==> config.mk <==
export PLATFORM = sky130hd
export DESIGN_NAME = wifi_channel_interference_select
export DESIGN_NICKNAME = d
export VERILOG_FILES = /design/src/rtl/core/wcis_pkg.sv /design/src/rtl/core/wifi_channel_interference_select.sv /design/src/rtl/core/wcis_ctrl.sv /design/src/rtl/core/wcis_dp.sv
export VERILOG_INCLUDE_DIRS = /design/src /design/src/rtl/core
export SDC_FILE = /design/constraint.sdc
export NUM_CORES = 1
export LEC_CHECK = 0
export BUFFER_PORTS_ARGS = -buffer_cell sky130_fd_sc_hd__clkbuf_2
export CELL_PAD_IN_SITES_DETAIL_PLACEMENT = 0
export CELL_PAD_IN_SITES_GLOBAL_PLACEMENT = 1
export CORE_ASPECT_RATIO = 0.9
export CORE_MARGIN = 3
export CORE_UTILIZATION = 30
export DETAILED_ROUTE_END_ITERATION = 6
export HOLD_SLACK_MARGIN = 0.03
export PLACE_DENSITY_LB_ADDON = 0.08
export SYNTH_ARGS = -nofsm -noshare
export SYNTH_HDL_FRONTEND = slang
export SYNTH_SLANG_ARGS = --single-unit
==> constraint.sdc <==
create_clock -name clk_i -period 4.8 [get_ports clk_i]
set_input_delay 0.72 -clock clk_i [delete_from_list [all_inputs] [get_ports clk_i]]
set_output_delay 0.72 -clock clk_i [all_outputs]
set_load 0.01 [all_outputs]
==> src/rtl/core/wifi_channel_interference_select_assert.svh <==
// Assertion macros for the interference-based channel selector.
`ifndef WIFI_CHANNEL_INTERFERENCE_SELECT_ASSERT_SVH
`define WIFI_CHANNEL_INTERFERENCE_SELECT_ASSERT_SVH
`ifndef SYNTH
`define WCIS_ASSERT(lbl, prop, msg) \
  lbl: assert property (@(posedge clk_i) disable iff (!rst_ni) prop) else $error(msg);
`define WCIS_ASSERT_ALWAYS(lbl, prop, msg) \
  lbl: assert property (@(posedge clk_i) prop) else $error(msg);
`else
`define WCIS_ASSERT(lbl, prop, msg)
`define WCIS_ASSERT_ALWAYS(lbl, prop, msg)
`endif
`endif

==> src/rtl/core/wcis_pkg.sv <==
// Types, constants and helper functions shared by the channel selector modules.
`default_nettype none
package wcis_pkg;

  localparam int unsigned NUM_CAND = 3;
  localparam int unsigned CH_W     = 8;
  localparam int unsigned OUT_W    = 4;
  localparam int unsigned STR_W    = 7;
  localparam int unsigned SQ_W     = 13;
  localparam int unsigned WGT_W    = 3;
  localparam int unsigned PROD_W   = SQ_W + WGT_W;
  localparam int unsigned SCORE_W  = 64;
  localparam int unsigned IDX_W    = 2;

  localparam logic [OUT_W-1:0] CAND_CH [NUM_CAND] = '{4'd1, 4'd6, 4'd11};

  localparam logic [CH_W-1:0]  PREF_RESET   = 8'd1;
  localparam logic [CH_W-1:0]  MAX_CHANNEL  = 8'd14;
  localparam logic [CH_W-1:0]  MAX_DISTANCE = 8'd4;
  localparam logic [CH_W-1:0]  WEIGHT_BASE  = 8'd5;
  localparam logic signed [7:0] RSSI_FLOOR  = -8'sd100;
  localparam logic signed [7:0] RSSI_CEIL   = -8'sd30;
  localparam logic signed [7:0] RSSI_OFFSET = 8'sd101;

  typedef enum logic [1:0] {
    ST_IDLE,
    ST_ACCUM,
    ST_SELECT
  } wcis_state_e;

  typedef struct packed {
    logic load;
    logic accum;
    logic select;
  } wcis_cmd_t;

  typedef struct packed {
    logic last;
    logic out_free;
  } wcis_sts_t;

  function automatic logic [WGT_W-1:0] weight_of(input logic [OUT_W-1:0] cand,
                                                 input logic [CH_W-1:0]  ch);
    logic [CH_W-1:0] cand_x;
    logic [CH_W-1:0] span;
    cand_x = CH_W'(cand);
    span   = (cand_x > ch) ? (cand_x - ch) : (ch - cand_x);
    if (span <= MAX_DISTANCE) begin
      weight_of = WGT_W'(WEIGHT_BASE - span);
    end else begin
      weight_of = '0;
    end
  endfunction

  function automatic logic [IDX_W-1:0] fallback_idx(input logic [CH_W-1:0] pref);
    fallback_idx = '0;
    for (int unsigned i = 0; i < NUM_CAND; i++) begin
      if (CH_W'(CAND_CH[i]) == pref) begin
        fallback_idx = IDX_W'(i);
      end
    end
  endfunction

endpackage
`default_nettype wire

==> src/rtl/core/wifi_channel_interference_select.sv <==
// Top level of the interference-based Wi-Fi channel selector.
// For each scan observation, the accept cycle clamps the signal level and squares the
// strength, and the next cycle adds the weighted square to the scores for channels 1, 6
// and 11; no new observation is taken while the last one is being added. After an
// observation marked last, the select state compares the three scores, places the winner
// in the output register and clears the scores. The select state waits while the output
// register still holds a result that has not been taken; a new observation may be
// accepted while a result waits there. The preferred channel register may be written at any
// cycle and is meant to change only between scans.
`default_nettype none
module wifi_channel_interference_select (
  input  wire logic                      clk_i,
  input  wire logic                      rst_ni,
  input  wire logic                      in_valid_i,
  output logic                           in_stall_o,
  input  wire logic [wcis_pkg::CH_W-1:0] scan_channel_i,
  input  wire logic signed [7:0]         signal_dbm_i,
  input  wire logic                      last_item_i,
  input  wire logic                      cfg_valid_i,
  output logic                           cfg_ready_o,
  input  wire logic [wcis_pkg::CH_W-1:0] preferred_channel_i,
  output logic                           out_valid_o,
  input  wire logic                      out_stall_i,
  output logic [wcis_pkg::OUT_W-1:0]     chosen_channel_o
);

  wcis_pkg::wcis_cmd_t cmd;
  wcis_pkg::wcis_sts_t sts;

  assign cfg_ready_o = 1'b1;

  wcis_ctrl u_ctrl (
    .clk_i      (clk_i),
    .rst_ni     (rst_ni),
    .in_valid_i (in_valid_i),
    .in_stall_o (in_stall_o),
    .sts_i      (sts),
    .cmd_o      (cmd)
  );

  wcis_dp u_dp (
    .clk_i               (clk_i),
    .rst_ni              (rst_ni),
    .cmd_i               (cmd),
    .sts_o               (sts),
    .scan_channel_i      (scan_channel_i),
    .signal_dbm_i        (signal_dbm_i),
    .last_item_i         (last_item_i),
    .cfg_valid_i         (cfg_valid_i),
    .preferred_channel_i (preferred_channel_i),
    .out_valid_o         (out_valid_o),
    .out_stall_i         (out_stall_i),
    .chosen_channel_o    (chosen_channel_o)
  );

`include "wifi_channel_interference_select_assert.svh"

  `WCIS_ASSERT(a_busy_after_accept, (in_valid_i && !in_stall_o) |=> in_stall_o, "Accepted transaction did not hold off the next one")
  `WCIS_ASSERT(a_result_after_work, $rose(out_valid_o) |-> $past(in_stall_o), "Result appeared without a transaction in work")
  `WCIS_ASSERT(a_chosen_is_candidate, out_valid_o |-> (chosen_channel_o == wcis_pkg::CAND_CH[0] || chosen_channel_o == wcis_pkg::CAND_CH[1] || chosen_channel_o == wcis_pkg::CAND_CH[2]), "Chosen channel is not a candidate")
  `WCIS_ASSERT_ALWAYS(a_reset_no_result, !rst_ni |-> !out_valid_o, "Result valid during reset")

endmodule
`default_nettype wire

==> src/rtl/core/wcis_ctrl.sv <==
// Controller state machine sequencing load, accumulate and selection steps.
`default_nettype none
module wcis_ctrl (
  input  wire logic              clk_i,
  input  wire logic              rst_ni,
  input  wire logic              in_valid_i,
  output logic                   in_stall_o,
  input  wire wcis_pkg::wcis_sts_t sts_i,
  output wcis_pkg::wcis_cmd_t    cmd_o
);

  wcis_pkg::wcis_state_e state_q, state_d;

  always_ff @(posedge clk_i or negedge rst_ni) begin
    if (!rst_ni) begin
      state_q <= wcis_pkg::ST_IDLE;
    end else begin
      state_q <= state_d;
    end
  end

  always_comb begin
    state_d    = state_q;
    cmd_o      = '0;
    in_stall_o = 1'b1;
    unique case (state_q)
      wcis_pkg::ST_IDLE: begin
        in_stall_o = 1'b0;
        if (in_valid_i) begin
          cmd_o.load = 1'b1;
          state_d    = wcis_pkg::ST_ACCUM;
        end
      end
      wcis_pkg::ST_ACCUM: begin
        cmd_o.accum = 1'b1;
        state_d     = sts_i.last ? wcis_pkg::ST_SELECT : wcis_pkg::ST_IDLE;
      end
      wcis_pkg::ST_SELECT: begin
        if (sts_i.out_free) begin
          cmd_o.select = 1'b1;
          state_d      = wcis_pkg::ST_IDLE;
        end
      end
      default: begin
        state_d = wcis_pkg::ST_IDLE;
      end
    endcase
  end

endmodule
`default_nettype wire

==> src/rtl/core/wcis_dp.sv <==
// Datapath holding the squared strength, the three scores and the output register.
`default_nettype none
module wcis_dp (
  input  wire logic                        clk_i,
  input  wire logic                        rst_ni,
  input  wire wcis_pkg::wcis_cmd_t         cmd_i,
  output wcis_pkg::wcis_sts_t              sts_o,
  input  wire logic [wcis_pkg::CH_W-1:0]   scan_channel_i,
  input  wire logic signed [7:0]           signal_dbm_i,
  input  wire logic                        last_item_i,
  input  wire logic                        cfg_valid_i,
  input  wire logic [wcis_pkg::CH_W-1:0]   preferred_channel_i,
  output logic                             out_valid_o,
  input  wire logic                        out_stall_i,
  output logic [wcis_pkg::OUT_W-1:0]       chosen_channel_o
);

  logic [wcis_pkg::CH_W-1:0]    pref_q;
  logic [wcis_pkg::SQ_W-1:0]    sq_q, sq_d;
  logic [wcis_pkg::WGT_W-1:0]   w_q [wcis_pkg::NUM_CAND];
  logic [wcis_pkg::WGT_W-1:0]   w_d [wcis_pkg::NUM_CAND];
  logic                         last_q;
  logic [wcis_pkg::SCORE_W-1:0] score_q [wcis_pkg::NUM_CAND];
  logic [wcis_pkg::PROD_W-1:0]  prod [wcis_pkg::NUM_CAND];
  logic                         out_valid_q;
  logic [wcis_pkg::OUT_W-1:0]   chosen_q, chosen_d;

  logic signed [7:0]            rssi_c;
  logic signed [7:0]            str_s;
  logic [wcis_pkg::STR_W-1:0]   str;
  logic [2*wcis_pkg::STR_W-1:0] sq_full;
  logic                         ch_ok;
  logic [wcis_pkg::NUM_CAND-1:0] is_min;
  logic [wcis_pkg::IDX_W-1:0]   fb_idx;
  logic                         out_free;

  always_comb begin
    priority if (signal_dbm_i < wcis_pkg::RSSI_FLOOR) begin
      rssi_c = wcis_pkg::RSSI_FLOOR;
    end else if (signal_dbm_i > wcis_pkg::RSSI_CEIL) begin
      rssi_c = wcis_pkg::RSSI_CEIL;
    end else begin
      rssi_c = signal_dbm_i;
    end
    str_s   = rssi_c + wcis_pkg::RSSI_OFFSET;
    str     = str_s[wcis_pkg::STR_W-1:0];
    sq_full = str * str;
    sq_d    = sq_full[wcis_pkg::SQ_W-1:0];
    ch_ok   = (scan_channel_i >= wcis_pkg::CH_W'(1)) &&
              (scan_channel_i <= wcis_pkg::MAX_CHANNEL);
    for (int unsigned i = 0; i < wcis_pkg::NUM_CAND; i++) begin
      w_d[i] = ch_ok ? wcis_pkg::weight_of(wcis_pkg::CAND_CH[i], scan_channel_i) : '0;
    end
  end

  always_comb begin
    for (int unsigned i = 0; i < wcis_pkg::NUM_CAND; i++) begin
      prod[i] = wcis_pkg::PROD_W'(sq_q) * wcis_pkg::PROD_W'(w_q[i]);
    end
  end

  // A candidate is a minimum when no other score is strictly below it.
  always_comb begin
    is_min[0] = !(score_q[1] < score_q[0]) && !(score_q[2] < score_q[0]);
    is_min[1] = !(score_q[0] < score_q[1]) && !(score_q[2] < score_q[1]);
    is_min[2] = !(score_q[0] < score_q[2]) && !(score_q[1] < score_q[2]);
    fb_idx    = wcis_pkg::fallback_idx(pref_q);
    priority if (is_min[fb_idx]) begin
      chosen_d = wcis_pkg::CAND_CH[fb_idx];
    end else if (is_min[0]) begin
      chosen_d = wcis_pkg::CAND_CH[0];
    end else if (is_min[1]) begin
      chosen_d = wcis_pkg::CAND_CH[1];
    end else begin
      chosen_d = wcis_pkg::CAND_CH[2];
    end
  end

  always_ff @(posedge clk_i) begin
    if (cmd_i.load) begin
      sq_q   <= sq_d;
      w_q    <= w_d;
      last_q <= last_item_i;
    end
    if (cmd_i.select) begin
      chosen_q <= chosen_d;
    end
  end

  always_ff @(posedge clk_i or negedge rst_ni) begin
    if (!rst_ni) begin
      pref_q <= wcis_pkg::PREF_RESET;
    end else if (cfg_valid_i) begin
      pref_q <= preferred_channel_i;
    end
  end

  always_ff @(posedge clk_i or negedge rst_ni) begin
    if (!rst_ni) begin
      for (int unsigned i = 0; i < wcis_pkg::NUM_CAND; i++) begin
        score_q[i] <= '0;
      end
    end else if (cmd_i.select) begin
      for (int unsigned i = 0; i < wcis_pkg::NUM_CAND; i++) begin
        score_q[i] <= '0;
      end
    end else if (cmd_i.accum) begin
      for (int unsigned i = 0; i < wcis_pkg::NUM_CAND; i++) begin
        score_q[i] <= score_q[i] + wcis_pkg::SCORE_W'(prod[i]);
      end
    end
  end

  assign out_free = !out_valid_q || !out_stall_i;

  always_ff @(posedge clk_i or negedge rst_ni) begin
    if (!rst_ni) begin
      out_valid_q <= 1'b0;
    end else if (cmd_i.select) begin
      out_valid_q <= 1'b1;
    end else if (!out_stall_i) begin
      out_valid_q <= 1'b0;
    end
  end

  assign sts_o.last       = last_q;
  assign sts_o.out_free   = out_free;
  assign out_valid_o      = out_valid_q;
  assign chosen_channel_o = chosen_q;

endmodule
`default_nettype wire

==> run metrics, run 1 <==
Post-DP Area 0.02348 sq mm; Critical Path Max Stage Delay 0.49 ns; reg2reg path depth 15; Final ANT Viol Nets 0; Skew-Pair Late Insertion Delay 0.54 ns; HPWL after DPL 52,410 um; Die ar. 0.07370 sq mm; total number of vias 18,035; Placer Congestion 0.8280; crit end category flop; Worst EP required 5.09 ns; period utilization 108.2%; # port buffers 35; Initial Utilization 30.59%; CTS buffer count 34; Final Worst Setup Slack -0.3944 ns; syn avg cell area 8.751 sq um; global route total overflow 0; DRT iter0 DRCs 1,224; critical setup path kind primary input to flop; clock root buffer clkbuf_16; diode count 0; Reg2Reg Setup Slack 0.20 ns; cell taking the most area after synthesis dfrtp_1; post-synth top area share 23.91%; Core Region 0.06911 sq mm; Buf/Inv on CP 6; max_cap viols 0; startpoint types primary input; Most used DFF post-synth dfrtp_1; Worst R2R Start u_dp.sq_q[2]; Lkg Pwr 11.60 nW; post-synthesis sequential area ratio 27.73%; final instance area 0.02486 sq mm; power density over cell area 443.4 mW/mm^2; clock sinks 229; CTS tree done; Longest Clk Path Bufs 3; HP Class primary input to asynchronous set/reset pin; fmax 192.5 MHz; fill cell total of the finished layout 7,075; WL per Instance 19.39 um; DIE HEIGHT 257.8 um; Synth Cell Area 0.02114 sq mm; number of synthesized flops with an enable pin 26; Synth Instances 2,416; share of cells above drive strength 1 12.13%; Max VDD drop 227.0 uV; drt total wl 68,230 um; critical path launch point signal_dbm_i[5]; Top delay family on crit path adder cells; status complete, but fails checks; # nets final 2,967; routing usage on met1 28.04%; met3 usage 2.515%; IO Pins 37; WP data arrival 5.48 ns; Register Area 0.005862 sq mm; synthesis warning total 0; initial antenna violation count 2; synth unique cells 77; endpoints failing hold 0; Slew Viols, Final 0; Hold Slack 0.2414 ns; global-route wire length before repair 107,900 um; Tmin final 5.194 ns; Final Setup Violations 6; Multi-input gate area 0.01420 sq mm; met2 Usage GRT 28.27%; synth-to-layout area growth 17.60%; Avg Vias per Cell 5.125; via count of the first global-routing pass 18,261; main area contributors after synthesis dfrtp_1 (24%), ha_1 (17%), fa_1 (7.7%), nand2_1 (5.4%), inv_1 (5.0%); share of flip-flops with an asynchronous set or reset 88.65%; Clock transition at path regs 0.06 ns; Layout Utilization 35.97%; Most Crowded Layer GR met2; unrepaired setup endpoints after global routing yes; Yosys reg bits 229; # rows 91; RR Endpoint u_dp.score_q[113]; Setup TNS -1.338 ns; Remaining DRCs 0; CP cell instances buf_8 > nand2_8 > buf_4 > o211ai_1 > clkinv_2 > ha_4 > o21ai_2 > xor2_1 > or3_4 > nor2_4 > ha_4 > xnor2_2 > fa_1 > inv_2 > fa_1 > inv_1 > fa_1 > inv_2 > ha_4 > or3_4 > a311oi_4 > o31ai_1 > a21oi_1 > xnor2_1; Critical-path top delay cell fa_1; Chip Width 285.8 um; Worst Path Max Fanout 4; max_slew headroom 17.35%; failing checks negative setup slack; First-pass DRT Iterations 5; H-tree Lvls 2; Global Route Usage Sum 18.70%; largest net degree at the start of global routing 98; slew of the pin with the lowest slew margin 1.231 ns; Max Clock Skew 0.01767 ns
[cell families after synthesis]
family	Yosys count	synth area share, %
and+or+nand+nor	821	19.07
AOI/OAI and AO/OA	467	14.28
adders and majority gates	372	24.89
buffers and inverters	359	6.404
DFF	229	27.73
muxes	111	5.309
xor gates and xnor gates	55	2.279
other	2	0.03552
[sequential cells by signal (all words and copies together), names as in the netlist]
signal and cells:
u_dp.sq_q 12, u_dp.chosen_channel_o 4, u_ctrl.state_q 2, u_dp.score_q 192
u_dp.w_q 9, u_dp.pref_q 8, u_dp.out_valid_o 1, u_dp.last_q 1
[layer usage]
| metal | up-vias | part of all wire (%) | wire, um |
|---|---|---|---|
| met5 | - | 0.019 | 13 |
| met3 | 81 | 3.9 | 2672 |
| met2 | 317 | 42 | 28590 |
| met4 | 2 | 2.1 | 1448 |
| met1 | 8765 | 52 | 35500 |
| li1 | 8870 | - | - |
[cell usage after synthesis (all sizes together) (51+ instances only)]
master	instances
nor2	90
clkbuf	71
o21ai	114
dfrtp	202
a21o	51
nand4	66
inv	280
nand3	127
nor3	64
a21oi	114
nand2	303
ha	291
fa	81
mux2i	102
[stage by stage]
step           total power [W]  setup WS (ns)  instances
2_1_floorplan         0.006445        -0.8098       2419
6_report               0.01102        -0.3944       3519
5_1_grt                0.01204        -0.5729       3519
4_1_cts                0.01104        -0.3502       3516
3_3_place_gp          0.008299         -1.110       3449
3_5_place_dp          0.008358         -1.142       3449
[worst reg2reg max path: stages (launching register included)]
cell	delay, ns
edfxtp_1	0.58
buf_6	0.19
nand2_1	0.07
fa_1	0.51
inv_1	0.05
fa_1	0.45
ha_1	0.36
nor2b_1	0.17
o31a_1	0.32
o41a_1	0.36
o31a_1	0.32
o21a_1	0.26
or3_1	0.34
buf_4	0.22
nand3_1	0.12
mux2i_1	0.20
[area by class of cell]
class | instances | area share (%)
clock buffer | 49 | 3.935
multi-input combinational | 1831 | 57.11
clock inverter | 11 | 0.4831
timing repair buffer | 187 | 5.953
tap | 930 | 4.680
sequential | 229 | 23.58
inverter | 282 | 4.263
[placed cells by master, fill, tap and decap left out, drive strengths merged, types with 9 or more instances in the layout]
| master | count |
|---|---|
| nand2 | 303 |
| mux2 | 9 |
| ha | 291 |
| edfxtp | 26 |
| nand3 | 127 |
| nor2b | 15 |
| buf | 158 |
| nor4 | 37 |
| o21a | 15 |
| a221oi | 9 |
| dfrtp | 202 |
| nand2b | 10 |
| nor2 | 90 |
| a21o | 51 |
| and4 | 13 |
| o211ai | 42 |
| a21oi | 114 |
| fa | 81 |
| and2 | 28 |
| xor2 | 22 |
| nor3 | 64 |
| o21ai | 114 |
| xnor2 | 33 |
| inv | 281 |
| or2 | 10 |
| clkbuf | 78 |
| and3 | 19 |
| o31ai | 43 |
| a211oi | 11 |
| or3 | 18 |
| nand4 | 66 |
| mux2i | 102 |
[repair_timing]
item | 4_1_cts | 5_1_grt
hold buffers | 0 | 0
setup endpoints to repair | 7 | 10
buffers inserted | 7 | 3
resized for setup | 19 | 30
pin swaps | 24 | 26
[power breakdown]
group	switching, W	leakage [nW]	internal, W
Clock	0.00101	0.533	0.00153
Sequential	0.000401	2.99	0.00228
Combinational	0.00331	8.08	0.00250
Total	0.00472	11.6	0.00631
[worst max path at each step]
| stage | depth (start not counted) | endpoint | slack [ns] |
|---|---|---|---|
| final | 24 | u_dp.sq_q[11] | -0.39 |
| after global routing | 25 | u_dp.sq_q[11] | -0.57 |
| after CTS | 27 | u_dp.sq_q[11] | -0.35 |
| after detailed placement | 24 | u_dp.sq_q[11] | -1.14 |
| after global placement | 24 | u_dp.sq_q[11] | -1.11 |
| after floorplan | 23 | u_dp.sq_q[11] | -0.81 |
Note: power is estimated with default switching activity, not from simulation.
==> inputs of run 2 (changes only) <==
- ABC_AREA: unset -> 1
- CORE_MARGIN: 3 -> 4
- CTS_BUF_LIST: unset -> sky130_fd_sc_hd__clkbuf_4 sky130_fd_sc_hd__clkbuf_8 sky130_fd_sc_hd__clkbuf_16
==> run 2 against run 1 <==
Net effect: the flow now finishes without violations; register-to-register slack better by 0.35 ns; critical endpoint is now u_dp.sq_q[10]; clock skew up 0.0083 ns; cell area grew 8.2%; via count is 25% higher; combinational power up 43%; area after synthesis is 12% higher; clock power grew 3%; die area increased by 13%; final cell count grew 27%; largest power group unchanged; routed wire length rose by 29%; critical path depth increased by 6; sequential share of layout area is 1.8 points lower.
==> run metrics, run 2 <==
clock sinks 229 (unchanged); Buf/Inv on CP 10 (+4); synth unique cells 68 (-12%); Final ANT Viol Nets 0 (unchanged); syn avg cell area 7.122 sq um (-19%); First-pass DRT Iterations 7 (+2); number of synthesized flops with an enable pin 26 (unchanged); clock root buffer clkbuf_16; share of flip-flops with an asynchronous set or reset 88.65% (unchanged); Post-DP Area 0.02560 sq mm (+9.0%); final instance area 0.02691 sq mm (+8.2%); critical setup path kind primary input to flop; endpoints failing hold 0 (unchanged); commonest non-fill, non-tap cells in the layout nand2_1 (814), inv_1 (527), ha_1 (287); Die ar. 0.08345 sq mm (+13%); Lkg Pwr 12.75 nW (+9.9%); WP data arrival 5.04 ns (-0.44 ns); max_slew headroom 19.06% (+1.7 points); HP Class primary input to asynchronous set/reset pin; largest net degree at the start of global routing 88 (-10%); most frequent cell after synthesis nand2_1; Layout Utilization 34.49% (-1.5 points); # nets final 3,818 (+29%); # port buffers 35 (unchanged); unrepaired setup endpoints after global routing yes; Worst Path Max Fanout 3 (-1); status finished clean; Top delay family on crit path adder cells; # rows 97 (+6.6%); Remaining DRCs 0 (unchanged); main area contributors after synthesis dfrtp_1 (21%), ha_1 (15%), nand2_1 (13%), inv_1 (8.5%), fa_1 (6.9%); Final Non-Filler Cells 4,481 (+27%); WL per Instance 19.67 um (+1.5%); Initial Utilization 30.32% (-0.27 points); max_cap viols 0 (unchanged); period utilization 98.80% (-9.4 points); Synth Instances 3,323 (+38%); drt total wl 88,140 um (+29%); DRT iter0 DRCs 1,377 (+13%); Core Region 0.07804 sq mm (+13%); DIE HEIGHT 274.5 um (+6.4%); # hold bufs at CTS 0 (unchanged); total number of vias 22,481 (+25%); number of flip-flops in the largest register 192 (unchanged); synthesis warning total 0 (unchanged); diode count 0 (unchanged); Avg Vias per Cell 5.017 (-2.1%); Worst EP required 5.09 ns (about the same); Most used DFF post-synth dfrtp_1; post-synthesis sequential area ratio 24.77% (-3.0 points); global-route wire length before repair 135,100 um (+25%); Global Route Usage Sum 21.03% (+2.3 points); Tmin final 4.742 ns (-0.4521 ns); Max Clock Skew 0.02597 ns (+0.008302 ns); Yosys reg bits 229 (unchanged); Chip Width 304.1 um (+6.4%); Final Setup Violations 0 (-6); HPWL after DPL 71,940 um (+37%); IO Pins 37 (unchanged); Multi-input gate area 0.01570 sq mm (+11%); Critical Path Max Stage Delay 0.51 ns (+0.02 ns); slew of the pin with the lowest slew margin 1.213 ns (-0.01862 ns); fmax 210.9 MHz (+9.5%); Longest Clk Path Bufs 3 (unchanged); Register Area 0.005862 sq mm (unchanged); Critical-path top delay cell fa_1; Placer Congestion 0.8689 (+4.9%); initial antenna violation count 1 (-1); Clock transition at path regs 0.06 ns (about the same); commonest non-fill, non-tap cell in the layout nand2_1; crit-path most repeated cell inv_2; crit end category flop; placed cell count 4,416 (+28%); Placement Setup Slack -0.6737 ns (+0.4684 ns); post-synth top area share 21.36% (-2.5 points); startpoint types primary input; fill cell total of the finished layout 8,422 (+19%); Post-synth top cells nand2_1 (822), inv_1 (535), ha_1 (291), nor2_1 (244); Max VDD drop 220.5 uV (-2.9%); H-tree Lvls 2 (unchanged); Largest regs u_dp.score_q (192), u_dp.sq_q (12), u_dp.w_q (9); power density over cell area 519.9 mW/mm^2 (+17%); Reg with most FFs u_dp.score_q; Final Worst Setup Slack 0.05768 ns (+0.4521 ns); Skew-Pair Late Insertion Delay 0.56 ns (+0.02 ns); share of cells above drive strength 1 9.733% (-2.4 points); synth-to-layout area growth 13.72%; via count of the first global-routing pass 22,069 (+21%); Slew Viols, Final 0 (unchanged); CTS tree done; Synth Cell Area 0.02367 sq mm (+12%); CTS buffer count 34 (unchanged); cell taking the most area after synthesis dfrtp_1; global route total overflow 0 (unchanged); Setup TNS 0 ns (+1.338 ns)
[run 2: logic make-up after synthesis]
group / Yosys count / share of synthesized area (%)
mux: 3 / 0.1375
fa+ha+maj: 372 / 22.24
compound gates: 535 / 12.92
simple gates: 1547 / 29.26
buf+inv: 611 / 9.749
flops: 229 / 24.77
other cells: 2 / 0.03173
xor+xnor: 24 / 0.8882
[run 2: routing by layer]
| layer | track usage [%] | up-vias | routed length, um |
|---|---|---|---|
| met5 | 0 | - | 0 |
| li1 | - | 11187 | - |
| met3 | 2.943 | 92 | 4707 |
| met2 | 31.59 | 488 | 36510 |
| met1 | 31.71 | 10714 | 45010 |
| met4 | 4.793 | 0 | 1916 |
[run 2: cell type report]
| type | count | area share [%] |
|---|---|---|
| multi-input cells | 2486 | 58.34 |
| flip-flops and latches | 229 | 21.78 |
| inverters | 548 | 7.671 |
| well taps | 1039 | 4.831 |
| clock buffers | 52 | 3.873 |
| repair buffers | 117 | 3.152 |
| clock inverters | 10 | 0.3487 |
[run 2: power by group]
| group | internal, W | switching, W | leakage [nW] |
|---|---|---|---|
| registers | 0.00240 | 0.000684 | 2.98 |
| clock network | 0.00156 | 0.00104 | 0.579 |
| logic | 0.00303 | 0.00528 | 9.19 |
| total | 0.00699 | 0.00701 | 12.7 |
[run 2: final timing paths]
kind	startpoint	end	slack (ns)	cells after the start
worst max-delay path	signal_dbm_i[2]	u_dp.sq_q[10]	0.06	30
worst min-delay path	rst_ni	u_dp.score_q[134]	0.19	1
worst max register to register	u_dp.sq_q[9]	u_dp.score_q[115]	0.55	14
worst min register to register	u_dp.last_q	u_ctrl.state_q[1]	0.47	1
max in group asynchronous	rst_ni	u_dp.pref_q[0]	3.59	2
min in group clk_i	last_item_i	u_dp.last_q	0.36	1
[run 2: per-stage QoR]
stage | power, W | hold slack [ns]
2_1_floorplan | 0.008479 | 0.4244
3_3_place_gp | 0.01113 | 0.4555
3_5_place_dp | 0.01121 | 0.4616
4_1_cts | 0.01394 | 0.2448
5_1_grt | 0.01542 | 0.2500
6_report | 0.01399 | 0.1851
[run 2: timing repair]
action | 4_1_cts | 5_1_grt
buffers inserted | 1 | 2
endpoints found under the setup margin | 2 | 6
cloned | 0 | 0
gates resized for setup | 2 | 39
pin swaps | 2 | 9
